<file path="config.mk">
export PLATFORM = sky130hd
export DESIGN_NAME = rgba_image_similarity_score
export DESIGN_NICKNAME = d
export VERILOG_FILES = /design/src/hw/rtl/rgbsim_pkg.sv /design/src/hw/rtl/rgba_image_similarity_score.sv
export VERILOG_INCLUDE_DIRS = /design/src /design/src/hw/rtl
export SDC_FILE = /design/constraint.sdc
export NUM_CORES = 1
export LEC_CHECK = 0
export BUFFER_PORTS_ARGS = -buffer_cell sky130_fd_sc_hd__buf_2
export CORE_UTILIZATION = 60
export DETAILED_ROUTE_END_ITERATION = 8
export PLACE_DENSITY = 0.77
export SYNTH_ARGS = -nofsm -noshare
export SYNTH_HDL_FRONTEND = slang
export SYNTH_SLANG_ARGS = --single-unit
</file>
<file path="constraint.sdc">
create_clock -name i_clk -period 15.7 [get_ports i_clk]
set_clock_uncertainty 0.1 [all_clocks]
set_input_delay 2.355 -clock i_clk [delete_from_list [all_inputs] [get_ports i_clk]]
set_output_delay 2.355 -clock i_clk [all_outputs]
set_load 0.005 [all_outputs]
</file>
<file path="src/hw/rtl/rgba_image_similarity_score_defines.svh">
// assertion macros for the rgba image similarity score block
// used by rgba_image_similarity_score.sv, no other dependencies
`ifndef RGBA_IMAGE_SIMILARITY_SCORE_DEFINES_SVH
`define RGBA_IMAGE_SIMILARITY_SCORE_DEFINES_SVH

`ifndef SYNTHESIS

// same-cycle implication
`define RGBSIM_ASSERT(label, clk, rst_n, ante, cons) \
    label: assert property (@(posedge clk) disable iff (!rst_n) (ante) |-> (cons)) \
        else $error("rgbsim assertion failed");

// next-cycle implication
`define RGBSIM_ASSERT_NEXT(label, clk, rst_n, ante, cons) \
    label: assert property (@(posedge clk) disable iff (!rst_n) (ante) |=> (cons)) \
        else $error("rgbsim assertion failed");

`else

`define RGBSIM_ASSERT(label, clk, rst_n, ante, cons)

`define RGBSIM_ASSERT_NEXT(label, clk, rst_n, ante, cons)

`endif

`endif

</file>
<file path="src/hw/rtl/rgbsim_pkg.sv">
// constants, widths and helper functions of the rgba image similarity score block
// no dependencies, used by rgba_image_similarity_score.sv
package rgbsim_pkg;

    // largest supported image size
    localparam int MAX_WIDTH  = 4096;
    localparam int MAX_HEIGHT = 4096;

    // field widths
    localparam int CH_W   = 8;
    localparam int SIZE_W = 13;
    localparam int SUM_W  = 35;
    localparam int PX_W   = CH_W + 2;
    localparam int Q_W    = 17;

    // pixel counters
    localparam int COL_W = $clog2(MAX_WIDTH);
    localparam int ROW_W = $clog2(MAX_HEIGHT);
    localparam int CMP_W = SIZE_W + 2;

    // divisor path: d = 1020 * w * h = (p << 10) - (p << 2)
    localparam int PROD_W = 2 * SIZE_W;
    localparam int D_W    = PROD_W + 10;
    localparam int ALU_W  = D_W + 1;

    // restoring division, one quotient bit a step
    localparam int DIV_STEPS = Q_W;
    localparam int STEP_W    = $clog2(DIV_STEPS);

    // reset value of both size registers
    localparam logic [SIZE_W-1:0] SIZE_RESET = SIZE_W'(64);

    // register indexes
    localparam logic CFG_WIDTH  = 1'b0;
    localparam logic CFG_HEIGHT = 1'b1;

    // zero reads as one, oversize reads as the top
    function automatic logic [SIZE_W-1:0] clamp_size(input logic [SIZE_W-1:0] v,
                                                      input int top);
        logic [CMP_W-1:0] top_c;
        top_c = CMP_W'(top);
        if (v == '0) begin
            return SIZE_W'(1);
        end else if (CMP_W'(v) > top_c) begin
            return top_c[SIZE_W-1:0];
        end else begin
            return v;
        end
    endfunction

    function automatic logic [CH_W-1:0] abs_diff8(input logic [CH_W-1:0] a,
                                                   input logic [CH_W-1:0] b);
        return (a > b) ? (a - b) : (b - a);
    endfunction

endpackage

</file>
<file path="src/hw/rtl/rgba_image_similarity_score.sv">
// top level of the rgba image similarity score block
// depends on rgbsim_pkg.sv and rgba_image_similarity_score_defines.svh

// Takes one request per cycle, each a pair of RGBA pixels from two images in
// raster order, and adds the four absolute channel differences to a running
// sum. The last pixel of an image (width times height, from the two size
// registers, zero read as one and oversize read as 4096) starts the score
// computation: width*height on a small multiplier, then the 1020x scaling,
// the saturating subtraction from the full-scale divisor and the steps of
// a restoring divider, these on one shared subtractor, then a load of the
// output register. The input side therefore stalls after each last pixel
// until that load, which also waits while the previous score still sits
// unaccepted in the output register; other pixels are taken unstalled.
// The score is floor((D - sum) * 65536 / D) with D = 1020*width*height,
// unsigned Q1.16, 0 when the sum exceeds D. The user must write the size
// registers only while the block is idle; the block does not enforce it.

`include "rgba_image_similarity_score_defines.svh"

module rgba_image_similarity_score (
    input  logic                             i_clk,
    input  logic                             i_rst_n,
    // configuration write port
    input  logic                             i_cfg_we,
    input  logic                             i_cfg_index,
    input  logic [rgbsim_pkg::SIZE_W-1:0]    i_cfg_data,
    // pixel request channel
    input  logic                             i_in_valid,
    output logic                             o_in_stall,
    input  logic [rgbsim_pkg::CH_W-1:0]      i_a_red,
    input  logic [rgbsim_pkg::CH_W-1:0]      i_a_green,
    input  logic [rgbsim_pkg::CH_W-1:0]      i_a_blue,
    input  logic [rgbsim_pkg::CH_W-1:0]      i_a_alpha,
    input  logic [rgbsim_pkg::CH_W-1:0]      i_b_red,
    input  logic [rgbsim_pkg::CH_W-1:0]      i_b_green,
    input  logic [rgbsim_pkg::CH_W-1:0]      i_b_blue,
    input  logic [rgbsim_pkg::CH_W-1:0]      i_b_alpha,
    // score request channel
    output logic                             o_out_valid,
    input  logic                             i_out_stall,
    output logic [rgbsim_pkg::Q_W-1:0]       o_score
);

    // sequencer codes
    localparam logic [2:0] S_ACC  = 3'd0;  // taking pixels
    localparam logic [2:0] S_MUL  = 3'd1;  // width * height
    localparam logic [2:0] S_SCL  = 3'd2;  // times 1020
    localparam logic [2:0] S_NUM  = 3'd3;  // d - sum, saturated
    localparam logic [2:0] S_DIV  = 3'd4;  // quotient bits
    localparam logic [2:0] S_LOAD = 3'd5;  // into the output register

    localparam int ALU_W  = rgbsim_pkg::ALU_W;
    localparam int CMP_W  = rgbsim_pkg::CMP_W;
    localparam int Q_W    = rgbsim_pkg::Q_W;
    localparam int SIZE_W = rgbsim_pkg::SIZE_W;

    logic [2:0]                          r_state;
    logic [SIZE_W-1:0]                   r_width;
    logic [SIZE_W-1:0]                   r_height;
    logic [rgbsim_pkg::SUM_W-1:0]        r_sum;
    logic [rgbsim_pkg::COL_W-1:0]        r_col;
    logic [rgbsim_pkg::ROW_W-1:0]        r_row;
    logic [rgbsim_pkg::PROD_W-1:0]       r_prod;
    logic [rgbsim_pkg::D_W-1:0]          r_d;
    logic [ALU_W-1:0]                    r_rem;
    logic [Q_W-1:0]                      r_quot;
    logic [rgbsim_pkg::STEP_W-1:0]       r_step;
    logic                                r_out_valid;
    logic [Q_W-1:0]                      r_score;

    logic [SIZE_W-1:0]                   w_eff;
    logic [SIZE_W-1:0]                   h_eff;
    logic [rgbsim_pkg::PX_W-1:0]         px_diff;
    logic [rgbsim_pkg::SUM_W-1:0]        n_sum;
    logic [CMP_W-1:0]                    col_next;
    logic [CMP_W-1:0]                    row_next;
    logic                                row_end;
    logic                                img_end;
    logic                                in_take;
    logic                                out_free;

    // shared subtract / compare unit
    logic [ALU_W-1:0]                    alu_a;
    logic [ALU_W-1:0]                    alu_b;
    logic [ALU_W:0]                      alu_diff;
    logic                                alu_borrow;
    logic [ALU_W-1:0]                    n_rem;
    logic                                q_bit;

    assign w_eff = rgbsim_pkg::clamp_size(r_width, rgbsim_pkg::MAX_WIDTH);
    assign h_eff = rgbsim_pkg::clamp_size(r_height, rgbsim_pkg::MAX_HEIGHT);

    assign o_in_stall  = (r_state != S_ACC);
    assign in_take     = i_in_valid && !o_in_stall;
    assign out_free    = !r_out_valid || !i_out_stall;
    assign o_out_valid = r_out_valid;
    assign o_score     = r_score;

    // four channel differences of one pixel pair
    assign px_diff = rgbsim_pkg::PX_W'(rgbsim_pkg::abs_diff8(i_a_red,   i_b_red))
                   + rgbsim_pkg::PX_W'(rgbsim_pkg::abs_diff8(i_a_green, i_b_green))
                   + rgbsim_pkg::PX_W'(rgbsim_pkg::abs_diff8(i_a_blue,  i_b_blue))
                   + rgbsim_pkg::PX_W'(rgbsim_pkg::abs_diff8(i_a_alpha, i_b_alpha));
    assign n_sum   = r_sum + rgbsim_pkg::SUM_W'(px_diff);

    // row and image end, against the size in force now
    assign col_next = CMP_W'(r_col) + CMP_W'(1);
    assign row_next = CMP_W'(r_row) + CMP_W'(1);
    assign row_end  = (col_next >= CMP_W'(w_eff));
    assign img_end  = row_end && (row_next >= CMP_W'(h_eff));

    // operand selection for the shared unit
    always_comb begin
        case (r_state)
            S_SCL: begin
                alu_a = ALU_W'({r_prod, 10'b0});
                alu_b = ALU_W'({r_prod, 2'b0});
            end
            S_NUM: begin
                alu_a = ALU_W'(r_d);
                alu_b = ALU_W'(r_sum);
            end
            S_DIV: begin
                alu_a = r_rem;
                alu_b = ALU_W'(r_d);
            end
            default: begin
                alu_a = '0;
                alu_b = '0;
            end
        endcase
    end

    assign alu_diff   = {1'b0, alu_a} - {1'b0, alu_b};
    assign alu_borrow = alu_diff[ALU_W];

    // one restoring step: keep the difference when the divisor fits
    assign q_bit = !alu_borrow;
    assign n_rem = q_bit ? alu_diff[ALU_W-1:0] : r_rem;

    // size registers
    always_ff @(posedge i_clk) begin
        if (!i_rst_n) begin
            r_width  <= rgbsim_pkg::SIZE_RESET;
            r_height <= rgbsim_pkg::SIZE_RESET;
        end else if (i_cfg_we) begin
            case (i_cfg_index)
                rgbsim_pkg::CFG_WIDTH:  r_width  <= i_cfg_data;
                rgbsim_pkg::CFG_HEIGHT: r_height <= i_cfg_data;
                default: ;
            endcase
        end
    end

    // sequencer, accumulator and counters
    always_ff @(posedge i_clk) begin
        if (!i_rst_n) begin
            r_state <= S_ACC;
            r_sum   <= '0;
            r_col   <= '0;
            r_row   <= '0;
            r_step  <= '0;
        end else begin
            case (r_state)
                S_ACC: begin
                    if (in_take) begin
                        r_sum <= n_sum;
                        if (!row_end) begin
                            r_col <= rgbsim_pkg::COL_W'(col_next);
                        end else begin
                            r_col <= '0;
                            if (img_end) begin
                                r_row   <= '0;
                                r_state <= S_MUL;
                            end else begin
                                r_row <= rgbsim_pkg::ROW_W'(row_next);
                            end
                        end
                    end
                end
                S_MUL: begin
                    r_state <= S_SCL;
                end
                S_SCL: begin
                    r_state <= S_NUM;
                end
                S_NUM: begin
                    r_step  <= '0;
                    r_state <= S_DIV;
                end
                S_DIV: begin
                    r_step <= r_step + rgbsim_pkg::STEP_W'(1);
                    if (r_step == rgbsim_pkg::STEP_W'(rgbsim_pkg::DIV_STEPS - 1)) begin
                        r_state <= S_LOAD;
                    end
                end
                S_LOAD: begin
                    // wait for the output register to be free
                    if (out_free) begin
                        r_sum   <= '0;
                        r_state <= S_ACC;
                    end
                end
                default: begin
                    r_state <= S_ACC;
                end
            endcase
        end
    end

    // datapath of the score computation
    always_ff @(posedge i_clk) begin
        case (r_state)
            S_MUL: begin
                r_prod <= rgbsim_pkg::PROD_W'(w_eff) * rgbsim_pkg::PROD_W'(h_eff);
            end
            S_SCL: begin
                r_d <= alu_diff[rgbsim_pkg::D_W-1:0];
            end
            S_NUM: begin
                // sum above the divisor saturates the score at zero
                r_rem  <= alu_borrow ? '0 : alu_diff[ALU_W-1:0];
                r_quot <= '0;
            end
            S_DIV: begin
                r_quot <= {r_quot[Q_W-2:0], q_bit};
                r_rem  <= {n_rem[ALU_W-2:0], 1'b0};
            end
            default: ;
        endcase
    end

    // output register
    always_ff @(posedge i_clk) begin
        if (!i_rst_n) begin
            r_out_valid <= 1'b0;
        end else if (r_state == S_LOAD && out_free) begin
            r_out_valid <= 1'b1;
        end else if (!i_out_stall) begin
            r_out_valid <= 1'b0;
        end
    end

    always_ff @(posedge i_clk) begin
        if (r_state == S_LOAD && out_free) begin
            r_score <= r_quot;
        end
    end

    // last pixel of an image closes the input side
    `RGBSIM_ASSERT_NEXT(a_last_stalls, i_clk, i_rst_n, in_take && img_end, o_in_stall)
    // score never above one in q1.16
    `RGBSIM_ASSERT(a_score_range, i_clk, i_rst_n, r_out_valid, o_score <= Q_W'(65536))
    // divider step count stays within the quotient width
    `RGBSIM_ASSERT(a_step_range, i_clk, i_rst_n, r_state == S_DIV,
                   r_step <= rgbsim_pkg::STEP_W'(rgbsim_pkg::DIV_STEPS - 1))
    // a held score is not overwritten
    `RGBSIM_ASSERT_NEXT(a_score_hold, i_clk, i_rst_n, r_out_valid && i_out_stall,
                        r_out_valid && (r_score == $past(r_score)))

endmodule

</file>
== Word-level counts from Yosys, hierarchy flattened ==
Index checks and enable logic that the tools add are counted.
Operators by class
  add/sub/neg operators: 16
  equality and inequality tests: 12
  bitwise operators: 1
  $lt $le $gt $ge: 8
  $mul: 1
  multiplexer cells: 28
  reductions and logical operators: 20
Operator list (count)
  37-bit one-hot mux with 3 select lines: 1
  36-bit one-hot mux with 3 select lines: 1
  37-bit one-hot mux with 2 select lines: 1
  35-bit two-way mux: 2
  35-bit one-hot mux with 2 select lines: 1
  8-bit subtractor: 8
  13-bit two-way mux: 4
  37-bit by 36-bit subtractor with 38-bit output: 1
  37-bit two-way mux: 1
  36-bit two-way mux: 1
  35-bit by 10-bit adder with 35-bit output: 1
  17-bit one-hot mux with 2 select lines: 1
  8-bit > comparator: 4
  8-bit two-way mux: 4
  12-bit by 1-bit adder with 13-bit output, second input constant: 2
  13-bit >= comparator: 2
  13-bit > comparator, second input constant: 2
  13-bit zero test: 2
  13-bit by 13-bit multiplier with 26-bit output: 1
  12-bit two-way mux: 2
  3-bit one-hot mux with 6 select lines: 1
  3-bit two-way mux: 5
  10-bit by 8-bit adder with 10-bit output: 1
  9-bit by 8-bit adder with 10-bit output: 1
  20 further kinds: 36
Storage, ports and cells
  input port bits: 83
  bits in registers: 227
  word-level logic and storage cells: 99
  output and inout port bits: 19

== Longest topological paths before layout ==
  depth after elaboration: 9
  gate-level depth with buffers: 30
  mapped depth without buffers: 28

== Worst setup path before layout ==
No wires, ideal clock.
  kind: input to register
  start: input port i_a_red[0] in the netlist's numbering
  end: register r_sum[23] in the netlist's numbering
  data required time: 15.472 ns
  library setup time: 0.128 ns
  path slack: 7.521 ns
  path buffers: 2
  cell stages on the path: 30
  arrival time: 7.951 ns
  cell sequence: inv_1 > ha_1 > inv_1 > fa_1 > a21o_1 > a21oi_1 > o22ai_1 > o22a_1 > clkbuf_1 > a211o_1 > nand3_1 > a21boi_0 > o21ai_0 > nand2_1 > xnor2_1 > fa_1 > fa_1 > fa_1 > inv_1 > ha_1 > inv_1 > o21bai_1 > a21oi_1 > o21bai_1 > a21oi_1 > o21a_1 > buf_2 > nor4_1 > xnor2_1 > nor2_1
On the way
  word-level cells in the longest chain between the ends: 8
  elaborated cells between the ends (all ways): 10
  classes of those cells: 6 x add/sub; 1 x order compare; 3 x mux
Ends and longest elaborated chain
  start, declared: line rgba_image_similarity_score.sv:30  | input logic [rgbsim_pkg::CH_W-1:0] i_a_red,
  8-bit subtractor or 8-bit > comparator (tied branches): line rgbsim_pkg.sv:53  | return (a > b) ? (a - b) : (b - a);
  8-bit two-way mux (*): line rgbsim_pkg.sv:53
  8-bit by 8-bit adder with 9-bit output (*): line rgba_image_similarity_score.sv:101  | + rgbsim_pkg::PX_W'(rgbsim_pkg::abs_diff8(i_a_green, i_b_green))
  9-bit by 8-bit adder with 10-bit output (*): line rgba_image_similarity_score.sv:102  | + rgbsim_pkg::PX_W'(rgbsim_pkg::abs_diff8(i_a_blue, i_b_blue))
  10-bit by 8-bit adder with 10-bit output (*): line rgba_image_similarity_score.sv:103  | + rgbsim_pkg::PX_W'(rgbsim_pkg::abs_diff8(i_a_alpha, i_b_alpha));
  35-bit by 10-bit adder with 35-bit output (*): line rgba_image_similarity_score.sv:104  | assign n_sum = r_sum + rgbsim_pkg::SUM_W'(px_diff);
  35-bit two-way mux (*): line rgba_image_similarity_score.sv:166  | if (in_take) begin
  35-bit one-hot mux with 2 select lines (*): line rgba_image_similarity_score.sv:164  | case (r_state)
  end signal, assigned: line rgba_image_similarity_score.sv:167  | r_sum <= n_sum;
  end, declared: line rgba_image_similarity_score.sv:60  | logic [rgbsim_pkg::SUM_W-1:0] r_sum;
Every way passes the cells marked *; elsewhere a longest branch is shown, timed or not. The select of a mux whose other input is x is not followed.
A chain may end at the register's enable or synchronous reset.

== Worst setup path after layout ==
  start: input port i_a_red[0] in the netlist's numbering
  end: register r_sum[27] in the netlist's numbering
The elaborated chain is that of the path after synthesis.

==> impl_metrics.env <==
export IMPL_fill_cells=3034
export IMPL_cts_made_buffers=26
export IMPL_synth_edf_count=133
export IMPL_rsz0062_at_grt="no"
export IMPL_timing_final_crit_share=0.523
export IMPL_grt_use_total=0.297
export IMPL_cts_tree="built"
export IMPL_ys_ff_latch=227
export IMPL_cts_max_level=1
export IMPL_syn_nets=2950
export IMPL_fmax_mhz=122
export IMPL_clkLatencyLatePin_ps=560
export IMPL_max_cap_violations=0
export IMPL_root_buffer="clkbuf_16"
export IMPL_n_antenna_cell=0
export IMPL_yosys_area_top_type="edfxtp_1"
export IMPL_layout_drive_gt1_share=0.0765
export IMPL_ys_warn_count=0
export IMPL_grt_max_degree=93
export IMPL_drt_initial_drc_count=1467
export IMPL_status="finished, final reports clean"
export IMPL_synth_compound_area_frac=0.157
export IMPL_die_area_um2=36900
export IMPL_viasPerCell=5.96
export IMPL_chipHeight_um=192
export IMPL_grt_pass1_vias=18000
export IMPL_synthMuxAreaShare=0.0152
export IMPL_period_minus_slack_ps=8210
export IMPL_finalSetupViolations=0
export IMPL_utilization=0.659
export IMPL_tightest_slew_ps=1260
export IMPL_synthFlopType="edfxtp_1"
export IMPL_hold_buffers=0
export IMPL_cts_sinks=227
export IMPL_worstSetupStartpointType="primary input"
export IMPL_yosys_top_cells_area="edfxtp_1, fa_1, ha_1, dfxtp_1, nand2_1"
export IMPL_path_max_fanout=13
export IMPL_clockBufferDepth=3
export IMPL_finalPower_mw=2.22
export IMPL_worst_path_max_delay_cell="fa_1"
export IMPL_chipWidth_um=192
export IMPL_path_class="in -> reg"
export IMPL_slew_headroom=0.158
export IMPL_ir_drop_mv=0.129
export IMPL_area_growth_synth_to_final_pct=7.97
export IMPL_yosysMostFrequentCell="nand2_1"
export IMPL_layout_setup_ws_ps=7490
export IMPL_ys_seq_area_frac=0.271
export IMPL_fin_hold_ws_ps=330
export IMPL_num_vias=18000
export IMPL_avgSynthCellArea_um2=8.67
export IMPL_core_um2=35600
export IMPL_dp_hpwl_um=40200
export IMPL_power_density_nw_per_um2=94.6
export IMPL_p_leak_nw=10.6
export IMPL_synth_top_family_by_area="adder cells"
export IMPL_path_clk_slew_ps=60
export IMPL_cts_resized=0
export IMPL_max_stage_delay_ps=550
export IMPL_ys_types=74
export IMPL_layout_nets=2991
export IMPL_routabilityCongestion=0.940
export IMPL_ios=102
export IMPL_drt_first_pass_iters=5
export IMPL_synthAdderAreaFrac=0.263
export IMPL_syn_area_um2=21700
export IMPL_routed_wl_um=53600
export IMPL_place_ws_ps=6900
export IMPL_syn_instance_count=2502
export IMPL_arrival_ps=8520
export IMPL_cp_required_ps=16010
export IMPL_fin_tns_setup_ps=0
export IMPL_grt_ovfl_total=0
export IMPL_synth_top_area_frac=0.184
export IMPL_synthArstFlopShare=0
export IMPL_hold_path_class="reg -> reg"
export IMPL_cts_setup_buffers=0
export IMPL_grt_pass1_wl_um=87800
export IMPL_drc=0
export IMPL_row_count=69
export IMPL_portBuffers=101
export IMPL_synthXorXnorAreaFrac=0.0513
export IMPL_end_kind="flip-flop"
export IMPL_wl_per_cell_um=17.7
export IMPL_synthSimpleGateAreaFrac=0.168
export IMPL_start_util=0.610
export IMPL_grt_antenna_before_repair=0
export IMPL_ant_nets=0
export IMPL_maxSlewViolCount=0
export IMPL_hold_viol_final=0
export IMPL_synth_commonest_cells="nand2_1, inv_1, ha_1, a21oi_1, nor2_1"
-- cells in the final DEF (no fill, tap or decap), types with 62 or more instances in the layout --
cell,count
a21oi_1,206
nand3_1,62
nor2_1,193
nand2_1,314
inv_1,302
ha_1,212
edfxtp_1,133
dfxtp_1,93
buf_2,101
fa_1,153
xnor2_1,87
nor2b_1,75
o21ai_0,84
-- layout make-up --
class                      instances  area [um^2]  area share
sequential                       227         5880       0.251
multi-input combinational       1856        14200       0.607
clock inverter                    15          211     0.00902
inverter                         313         1170      0.0501
clock buffer                      33          729      0.0311
tap                              461          577      0.0246
timing repair buffer             119          641      0.0273
-- worst paths after layout --
check	from	to	slack [ps]	cells past startpoint
max	i_a_red[0]	r_sum[27]$_SDFFE_PN0P_	7490	29
min	r_quot[16]$_SDFFCE_PN0P_	o_score[16]$_DFFE_PP_	330	0
max reg2reg	r_width[12]$_SDFFE_PN0P_	r_prod[24]$_DFFE_PP_	8670	23
min reg2reg	r_quot[16]$_SDFFCE_PN0P_	o_score[16]$_DFFE_PP_	330	0
-- logic make-up (layout without fill, tap and decap cells) --
group,after synthesis,count (layout)
buffers and inverters,419,480
AND/OR/NAND/NOR,797,797
XOR/XNOR,127,127
flip-flops,227,227
multiplexers,32,32
adder cells (fa/ha/maj),365,365
AO/OA/AOI/OAI,535,535
-- metrics by stage --
step                area (um^2)  std cells
finish                    23400       3024
global route              23400       3024
CTS                       23400       3024
detailed placement        22500       2976
global placement          22500       2976
floorplan                 21700       2502
-- sequential cells by signal, summed over array words and instances, names as in the netlist --
name / flops
r_width: 13
o_score: 17
r_state: 3
r_col: 12
r_prod: 26
r_d: 36
r_row: 12
r_height: 13
r_rem: 37
r_quot: 17
r_step: 5
o_out_valid: 1
r_sum: 35
-- worst max-delay path: cells and delay by family --
kind / cells / cell delay, ps
adders and majority gates: 6 / 2400
and+or+nand+nor: 4 / 340
AOI/OAI and AO/OA: 12 / 2760
buffers and inverters: 5 / 320
xor gates and xnor gates: 2 / 330
-- metal layers --
layer / global-route usage / wire length [um] / share of wire / vias to the layer above
met5: 0 / 0 / 0 / -
met4: 0.106 / 1710 / 0.032 / 0
met3: 0.0462 / 4170 / 0.078 / 123
met2: 0.508 / 25200 / 0.47 / 735
met1: 0.380 / 22500 / 0.42 / 8646
li1: - / - / - / 8506
-- power breakdown --
group | switching (mW) | total [mW] | internal (mW)
Combinational | 0.502 | 0.880 | 0.379
Clock | 0.264 | 0.675 | 0.411
Sequential | 0.0154 | 0.662 | 0.646
Total | 0.781 | 2.22 | 1.44
Power figures use the tool's default switching activity.
